[src/binary_to_decimal_digits_top_assert.svh]
// ----------------------------------------------------------------------------
// Assertion macros for the binary-to-decimal digit converter.
// Each macro expects clk and rst_n in scope at the point of use.
// ----------------------------------------------------------------------------
`ifndef BINARY_TO_DECIMAL_DIGITS_TOP_ASSERT_SVH
`define BINARY_TO_DECIMAL_DIGITS_TOP_ASSERT_SVH

// Same-cycle implication, disabled during reset.
`define B2DD_ASSERT_NOW(label, ante, cons, msg) \
    label: assert property (@(posedge clk) disable iff (!rst_n) (ante) |-> (cons)) \
        else $error(msg);

// Next-cycle implication, disabled during reset.
`define B2DD_ASSERT_NEXT(label, ante, cons, msg) \
    label: assert property (@(posedge clk) disable iff (!rst_n) (ante) |=> (cons)) \
        else $error(msg);

`endif

[src/b2dd_pkg.sv]
// ----------------------------------------------------------------------------
// b2dd_pkg
// Shared widths, constants and controller/datapath interface types for the
// binary-to-decimal digit converter.
// ----------------------------------------------------------------------------
package b2dd_pkg;

    localparam int BIN_W          = 64;
    localparam int NUM_DIGITS     = 20;
    localparam int BCD_W          = NUM_DIGITS * 4;
    localparam int CNT_W          = $clog2(NUM_DIGITS + 1);
    localparam int SHIFT_W        = $clog2(BIN_W);
    localparam int CHAR_W         = 6;
    localparam int MAX_DIGITS_DEF = 20;

    localparam logic [CHAR_W-1:0] ASCII_ZERO = 6'd48;
    localparam logic [CHAR_W-1:0] ASCII_NINE = 6'd57;

    // Commands from the controller to the datapath
    typedef struct packed {
        logic load;        // take a new value, clear the digit register
        logic shift;       // one double-dabble step
        logic trim;        // drop a leading zero digit
        logic emit_digit;  // move the top digit into the output register
        logic emit_ovf;    // load an overflow result into the output register
    } b2dd_cmd_t;

    // Status from the datapath to the controller
    typedef struct packed {
        logic top_zero;    // most significant remaining digit is zero
        logic ndig_one;    // exactly one digit remains
        logic too_many;    // remaining digit count exceeds the limit
        logic out_free;    // output register can take a result this cycle
    } b2dd_stat_t;

endpackage

[src/b2dd_ctrl.sv]
// ----------------------------------------------------------------------------
// b2dd_ctrl
// Sequencer for the converter: accept, 64 double-dabble steps, leading zero
// trim, then digit or overflow emission paced by the output register.
// ----------------------------------------------------------------------------
module b2dd_ctrl
(
    input  logic                clk,
    input  logic                rst_n,
    input  logic                in_valid,
    output logic                in_stall,
    input  b2dd_pkg::b2dd_stat_t stat,
    output b2dd_pkg::b2dd_cmd_t  cmd
);
    import b2dd_pkg::*;

    typedef enum logic [2:0] {
        ST_IDLE,
        ST_CONVERT,
        ST_TRIM,
        ST_EMIT,
        ST_OVF
    } state_t;

    localparam logic [SHIFT_W-1:0] SHIFT_LAST = SHIFT_W'(BIN_W - 1);

    state_t             state_reg;
    state_t             state_next;
    logic [SHIFT_W-1:0] cnt_reg;
    logic [SHIFT_W-1:0] cnt_next;

    // Take a new transaction only when idle
    assign in_stall = (state_reg != ST_IDLE);

    // Decode next state and datapath commands
    always_comb
    begin
        state_next = state_reg;
        cnt_next   = cnt_reg;
        cmd        = '0;
        case (state_reg)
            ST_IDLE:
            begin
                if (in_valid)
                begin
                    cmd.load   = 1'b1;
                    cnt_next   = '0;
                    state_next = ST_CONVERT;
                end
            end
            ST_CONVERT:
            begin
                cmd.shift = 1'b1;
                cnt_next  = cnt_reg + SHIFT_W'(1);
                if (cnt_reg == SHIFT_LAST)
                begin
                    state_next = ST_TRIM;
                end
            end
            ST_TRIM:
            begin
                if (stat.top_zero && !stat.ndig_one)
                begin
                    cmd.trim = 1'b1;
                end
                else if (stat.too_many)
                begin
                    state_next = ST_OVF;
                end
                else
                begin
                    state_next = ST_EMIT;
                end
            end
            ST_EMIT:
            begin
                if (stat.out_free)
                begin
                    cmd.emit_digit = 1'b1;
                    if (stat.ndig_one)
                    begin
                        state_next = ST_IDLE;
                    end
                end
            end
            ST_OVF:
            begin
                if (stat.out_free)
                begin
                    cmd.emit_ovf = 1'b1;
                    state_next   = ST_IDLE;
                end
            end
            default:
            begin
                state_next = ST_IDLE;
            end
        endcase
    end

    // Hold state and step counter
    always_ff @(posedge clk or negedge rst_n)
    begin
        if (!rst_n)
        begin
            state_reg <= ST_IDLE;
            cnt_reg   <= '0;
        end
        else
        begin
            state_reg <= state_next;
            cnt_reg   <= cnt_next;
        end
    end

endmodule

[src/b2dd_datapath.sv]
// ----------------------------------------------------------------------------
// b2dd_datapath
// Binary shift register, 20-digit BCD register with add-3 correction,
// remaining digit count, and the registered output stage.
// ----------------------------------------------------------------------------
`include "binary_to_decimal_digits_top_assert.svh"

module b2dd_datapath
#(
    parameter int MAX_DIGITS = b2dd_pkg::MAX_DIGITS_DEF
)
(
    input  logic                          clk,
    input  logic                          rst_n,
    input  logic [b2dd_pkg::BIN_W-1:0]    value,
    input  b2dd_pkg::b2dd_cmd_t           cmd,
    output b2dd_pkg::b2dd_stat_t          stat,
    output logic                          out_valid,
    input  logic                          out_stall,
    output logic [b2dd_pkg::CHAR_W-1:0]   digit_char,
    output logic                          last,
    output logic                          overflow
);
    import b2dd_pkg::*;

    localparam logic [CNT_W-1:0] LIMIT = CNT_W'(MAX_DIGITS);

    logic [BIN_W-1:0]  bin_reg;
    logic [BCD_W-1:0]  bcd_reg;
    logic [CNT_W-1:0]  ndig_reg;
    logic [BCD_W-1:0]  adj;
    logic [3:0]        top_digit;

    logic              out_valid_reg;
    logic [CHAR_W-1:0] digit_char_reg;
    logic              last_reg;
    logic              overflow_reg;

    // Add 3 to every digit of five or more before the shift
    always_comb
    begin
        for (int i = 0; i < NUM_DIGITS; i++)
        begin
            if (bcd_reg[i*4 +: 4] >= 4'd5)
            begin
                adj[i*4 +: 4] = bcd_reg[i*4 +: 4] + 4'd3;
            end
            else
            begin
                adj[i*4 +: 4] = bcd_reg[i*4 +: 4];
            end
        end
    end

    assign top_digit = bcd_reg[BCD_W-1 -: 4];

    // Report status to the controller
    always_comb
    begin
        stat.top_zero = (top_digit == 4'd0);
        stat.ndig_one = (ndig_reg == CNT_W'(1));
        stat.too_many = (ndig_reg > LIMIT);
        stat.out_free = !out_valid_reg || !out_stall;
    end

    // Load, convert, and drop digits off the top
    always_ff @(posedge clk)
    begin
        if (cmd.load)
        begin
            bin_reg  <= value;
            bcd_reg  <= '0;
            ndig_reg <= CNT_W'(NUM_DIGITS);
        end
        else if (cmd.shift)
        begin
            bin_reg <= {bin_reg[BIN_W-2:0], 1'b0};
            bcd_reg <= {adj[BCD_W-2:0], bin_reg[BIN_W-1]};
        end
        else if (cmd.trim || cmd.emit_digit)
        begin
            bcd_reg  <= {bcd_reg[BCD_W-5:0], 4'd0};
            ndig_reg <= ndig_reg - CNT_W'(1);
        end
    end

    // Track output valid
    always_ff @(posedge clk or negedge rst_n)
    begin
        if (!rst_n)
        begin
            out_valid_reg <= 1'b0;
        end
        else if (cmd.emit_digit || cmd.emit_ovf)
        begin
            out_valid_reg <= 1'b1;
        end
        else if (!out_stall)
        begin
            out_valid_reg <= 1'b0;
        end
    end

    // Load the output payload
    always_ff @(posedge clk)
    begin
        if (cmd.emit_digit)
        begin
            digit_char_reg <= ASCII_ZERO + {{(CHAR_W-4){1'b0}}, top_digit};
            last_reg       <= stat.ndig_one;
            overflow_reg   <= 1'b0;
        end
        else if (cmd.emit_ovf)
        begin
            digit_char_reg <= ASCII_ZERO;
            last_reg       <= 1'b1;
            overflow_reg   <= 1'b1;
        end
    end

    assign out_valid  = out_valid_reg;
    assign digit_char = digit_char_reg;
    assign last       = last_reg;
    assign overflow   = overflow_reg;

    // Check controller/datapath agreement and result shape
    `B2DD_ASSERT_NOW(a_trim_leading_zero, cmd.trim, stat.top_zero && !stat.ndig_one, "trim of a nonzero or sole digit")
    `B2DD_ASSERT_NOW(a_emit_free, cmd.emit_digit || cmd.emit_ovf, stat.out_free, "result loaded over a pending result")
    `B2DD_ASSERT_NOW(a_ovf_is_last, out_valid_reg && overflow_reg, last_reg && (digit_char_reg == ASCII_ZERO), "overflow result malformed")
    `B2DD_ASSERT_NOW(a_digit_range, out_valid_reg && !overflow_reg, (digit_char_reg >= ASCII_ZERO) && (digit_char_reg <= ASCII_NINE), "digit outside zero to nine")

endmodule

[src/binary_to_decimal_digits_top.sv]
// ----------------------------------------------------------------------------
// binary_to_decimal_digits_top
// Converts an unsigned 64-bit value to decimal ASCII digits, most significant
// first, leading zeros suppressed.
//
// Input channel: in_valid / in_stall carry value. One transaction is worked
// on at a time; in_stall is high from acceptance until the last result has
// been loaded into the output register.
// Output channel: out_valid / out_stall carry digit_char, last, overflow.
// One result per digit; last marks the final digit. A value with more than
// MAX_DIGITS digits gives one result with overflow and last set, digit '0'.
// Sequence: double-dabble shifting, leading zero trim of the 20-n zero
// digits of an n-digit value, a decision step, then one digit per cycle
// while the output register is free to take it.
// A stalled output register holds its result and pauses digit emission;
// the next value may be accepted while the final result still waits.
// Reset empties the output register and returns the sequencer to idle.
// ----------------------------------------------------------------------------
module binary_to_decimal_digits_top
#(
    parameter int MAX_DIGITS = b2dd_pkg::MAX_DIGITS_DEF
)
(
    input  logic                          clk,
    input  logic                          rst_n,
    input  logic                          in_valid,
    output logic                          in_stall,
    input  logic [b2dd_pkg::BIN_W-1:0]    value,
    output logic                          out_valid,
    input  logic                          out_stall,
    output logic [b2dd_pkg::CHAR_W-1:0]   digit_char,
    output logic                          last,
    output logic                          overflow
);
    import b2dd_pkg::*;

    b2dd_cmd_t  cmd;
    b2dd_stat_t stat;

    // Sequencer
    b2dd_ctrl u_ctrl
    (
        .clk      (clk),
        .rst_n    (rst_n),
        .in_valid (in_valid),
        .in_stall (in_stall),
        .stat     (stat),
        .cmd      (cmd)
    );

    // Conversion and output datapath
    b2dd_datapath
    #(
        .MAX_DIGITS (MAX_DIGITS)
    )
    u_datapath
    (
        .clk        (clk),
        .rst_n      (rst_n),
        .value      (value),
        .cmd        (cmd),
        .stat       (stat),
        .out_valid  (out_valid),
        .out_stall  (out_stall),
        .digit_char (digit_char),
        .last       (last),
        .overflow   (overflow)
    );

endmodule

[config.mk]
export PLATFORM = sky130hd
export DESIGN_NAME = binary_to_decimal_digits_top
export DESIGN_NICKNAME = d
export VERILOG_FILES = /design/src/b2dd_pkg.sv /design/src/b2dd_ctrl.sv /design/src/b2dd_datapath.sv /design/src/binary_to_decimal_digits_top.sv
export VERILOG_INCLUDE_DIRS = /design/src /design/src/src
export SDC_FILE = /design/constraint.sdc
export NUM_CORES = 1
export LEC_CHECK = 0
export BUFFER_PORTS_ARGS = -buffer_cell sky130_fd_sc_hd__buf_2
export CORE_MARGIN = 2
export CORE_UTILIZATION = 59
export CTS_CLUSTER_DIAMETER = 200
export DETAILED_ROUTE_END_ITERATION = 16
export PLACE_DENSITY = 0.81
export RECOVER_POWER = 100
export SETUP_SLACK_MARGIN = 0.3
export SKIP_CTS_REPAIR_TIMING = 1
export SYNTH_ARGS = -nofsm -noshare
export SYNTH_HDL_FRONTEND = slang
export SYNTH_SLANG_ARGS = --single-unit
[constraint.sdc]
create_clock -name clk -period 3.4 [get_ports clk]
set_input_delay 0.17 -clock clk [delete_from_list [all_inputs] [get_ports clk]]
set_output_delay 0.17 -clock clk [all_outputs]
set_load 0.02 [all_outputs]
==> impl_metrics.yaml <==
yosys:
  synthCells: 880
  yosysUniqueCellTypes: 49
  synth_common_cells: "100 x nand2_1, 93 x nor2_1, 86 x dfxtp_1"
  ys_ff_latch: 165
  seq_area_frac_synth_pct: 47.0
  yosysWarnings: 0
  async_reset_ff_share_pct: 6.06
  syn_area_per_cell_sq_um: 9.78
  synth_top_area_cell: "edfxtp_1"
  yosysTopAreaCellShare_pct: 24.1
  syn_area_sq_um: 8610
  synth-edff-count: 69
  synth_ff_type: "dfxtp_1"
  yosysMostFrequentCell: "nand2_1"
  yosys-top-cells-area: "edfxtp_1 24%, dfxtp_1 20%, mux2_2 7.5%"
timing:
  finalSetupViolCount: 0
  finalCritPeriodShare_pct: 80.6
  finalHoldViolations: 0
  max-slew-margin-rel_pct: 26.5
  clock.fmax_ghz: 0.365
  rsz0062_at_grt: "no"
  finalCriticalPeriod_ns: 2.74
  skew_ns: 0.0123
  worst_pin_slew_ns: 1.10
  drv_slew: 0
  fin_setup_tns_ns: 0
die:
  dieWidth_um: 125
  die_h_um: 125
  fp.coreArea_sq_um: 14400
  start_util_pct: 59.9
  num_rows: 44
  dieArea_sq_um: 15600
  io_pins: 78
clocking:
  tritoncts: "built"
  root_buffer: "clkbuf_16"
  numCtsBuffers: 17
  cts_sinks: 165
  cts_htree_levels: 4
  clk_path_buf_depth: 2
  insertion_delay_ns: 0.43
  cts.clk_slew.worst_paths_ns: 0.06
critical_path:
  r2r_setup_slack_ns: 0.66
  critPathKind: "reg2reg"
  rr_endpoint: "u_datapath.bin_reg[23]$_DFFE_PP_"
  cp-start-kind: "flop"
  r2r-start: "u_ctrl.state_reg[1]$_DFFE_PN0P_"
  end_kind: "flop"
  crit_path_max_fanout: 40
  worstPathArrival_ns: 2.87
  ff2ff_path_depth: 5
  cp.required_ns: 3.53
place:
  dpl.cell_count: 1098
  port_buffers: 75
  place_area_sq_um: 9080
  place.gp.congestion: 0.790
  dp.final_hpwl_um: 10100
final_layout:
  syn_to_final_growth_pct: 11.8
  drive_gt1_share_pct: 16.9
  finalInstanceArea_sq_um: 9620
  antenna_cells: 0
  finalNonFillerCells: 1131
  nNetsFinal: 1046
  largest_reg_flops: 80
grt:
  grt_use_met3_pct: 4.98
  use_met1_pct: 27.7
  grt_max_degree: 150
  antenna_found_initial: 0
  grt_pass1_vias: 6270
  grt-busiest-layer: "met2"
  grtUsageTotal_pct: 21.9
  grt_overflow: 0
  grtUsageMet2_pct: 37.2
  grt_pass1_wl_um: 28600
pwr:
  ir_drop_v: 0.000518
  intPower_uw: 5770
  p_comb_share_pct: 35.9
  power_uw: 8990
  switching_power_uw: 3210
  seq_power_share_pct: 43.1
  power.density_nw_per_um2: 934
  swShare_pct: 35.8
  clock_power_share_pct: 21.1
  p_leak_uw: 0.00385
worst_hold_path:
  whs_endpoint: "u_datapath.out_valid$_DFFE_PN0P_"
  hold_depth: 3
  hp-start: "out_stall"
  min-delay-path-class: "in2reg"
routing:
  drtPass1Iterations: 7
  totalWireLength_um: 16700
  drtAntennaViolNets: 0
  drt_iter0_drc: 707
  via_count: 6721
  wl_per_cell_um: 14.8
  vias_per_cell: 5.94
  drc: 0
outcome:
  outcome: "finished clean"
flow_run:
  drv_cap: 0
==> cells by family (layout without fill, tap and decap cells) <==
kind of cell | after synthesis | count (layout) | synth area share, %
and+or+nand+nor | 283 | 283 | 14.8
AOI/OAI and AO/OA | 204 | 204 | 15.9
DFF | 165 | 165 | 47.0
buffers and inverters | 94 | 160 | 4.86
muxes | 66 | 66 | 8.59
adders and majority gates | 44 | 44 | 6.40
xor gates and xnor gates | 23 | 23 | 2.34
other | 1 | 2 | 0.0436
==> layer usage <==
metal  up-vias  share of wire [%]
li1       3319                  -
met1      3211                 44
met2       169                 50
met3        22                4.4
met4         0                1.5
met5         -                  0
==> worst max-delay path: stages, from the launching register on <==
cell and delay (ns):
dfrtp_1 0.51, or3_1 0.46, nor2_1 0.24, nor2_1 0.18
inv_1 0.72, buf_12 0.32
==> stage by stage <==
| step | util [%] | hold slack (ns) | setup WS, ns |
|---|---|---|---|
| 2_1_floorplan | - | -0.126 | 0.326 |
| 3_3_place_gp | 63.2 | 0.0420 | 1.02 |
| 3_5_place_dp | 63.2 | 0.0441 | 0.984 |
| 4_1_cts | 67.3 | -0.411 | 0.971 |
| 5_1_grt | 67.0 | 0.0290 | 0.459 |
| 6_report | 67.0 | 0.00904 | 0.658 |
==> cell type report <==
cell class / instances / area (sq um)
fill: 1104 / 4750
multi-input combinational: 622 / 4140
sequential: 165 / 4040
timing repair buffer: 82 / 454
clock buffer: 17 / 425
tap: 184 / 230
inverter: 46 / 173
clock inverter: 15 / 155
==> power by group through the flow <==
stage | combinational (uW) | clock, uW | sequential (uW)
global route | 3730 | 1990 | 4000
global placement | 3050 | 0 | 3870
CTS | 3270 | 1920 | 3860
finish | 3220 | 1890 | 3870
detailed placement | 3220 | 0 | 3880
floorplan | 2710 | 0 | 3670
==> layout by cell type (no fill, tap or decap), types with 3 or more instances in the layout <==
| master | count |
|---|---|
| dfrtp_1 | 10 |
| nand2b_1 | 39 |
| a222oi_1 | 37 |
| mux2_1 | 7 |
| nor2b_1 | 3 |
| ha_1 | 44 |
| inv_6 | 3 |
| clkbuf_16 | 17 |
| clkinvlp_4 | 3 |
| mux2i_1 | 3 |
| and2_0 | 3 |
| dfxtp_1 | 86 |
| nor2_1 | 94 |
| buf_12 | 3 |
| xnor2_1 | 21 |
| inv_1 | 46 |
| a221oi_1 | 20 |
| a31oi_1 | 42 |
| o21ai_0 | 49 |
| nor3_1 | 23 |
| mux2_2 | 56 |
| a21oi_1 | 44 |
| a22oi_1 | 3 |
| nand3_1 | 8 |
| clkbuf_1 | 9 |
| nand2_1 | 100 |
| buf_2 | 66 |
| edfxtp_1 | 69 |
==> how the worst max path moves through the flow <==
stage,from,endpoint
after detailed placement,u_ctrl.state_reg[1]$_DFFE_PN0P_,u_datapath.bin_reg[24]$_DFFE_PP_
after global placement,u_ctrl.state_reg[1]$_DFFE_PN0P_,u_datapath.bin_reg[22]$_DFFE_PP_
after global routing,u_ctrl.state_reg[1]$_DFFE_PN0P_,u_datapath.bin_reg[13]$_DFFE_PP_
after CTS,u_ctrl.state_reg[1]$_DFFE_PN0P_,u_datapath.bin_reg[55]$_DFFE_PP_
final,u_ctrl.state_reg[1]$_DFFE_PN0P_,u_datapath.bin_reg[23]$_DFFE_PP_
after floorplan,u_ctrl.state_reg[2]$_DFFE_PN0P_,u_datapath.bin_reg[0]$_SDFFCE_PN0P_
(Power assumes the default switching activity.)
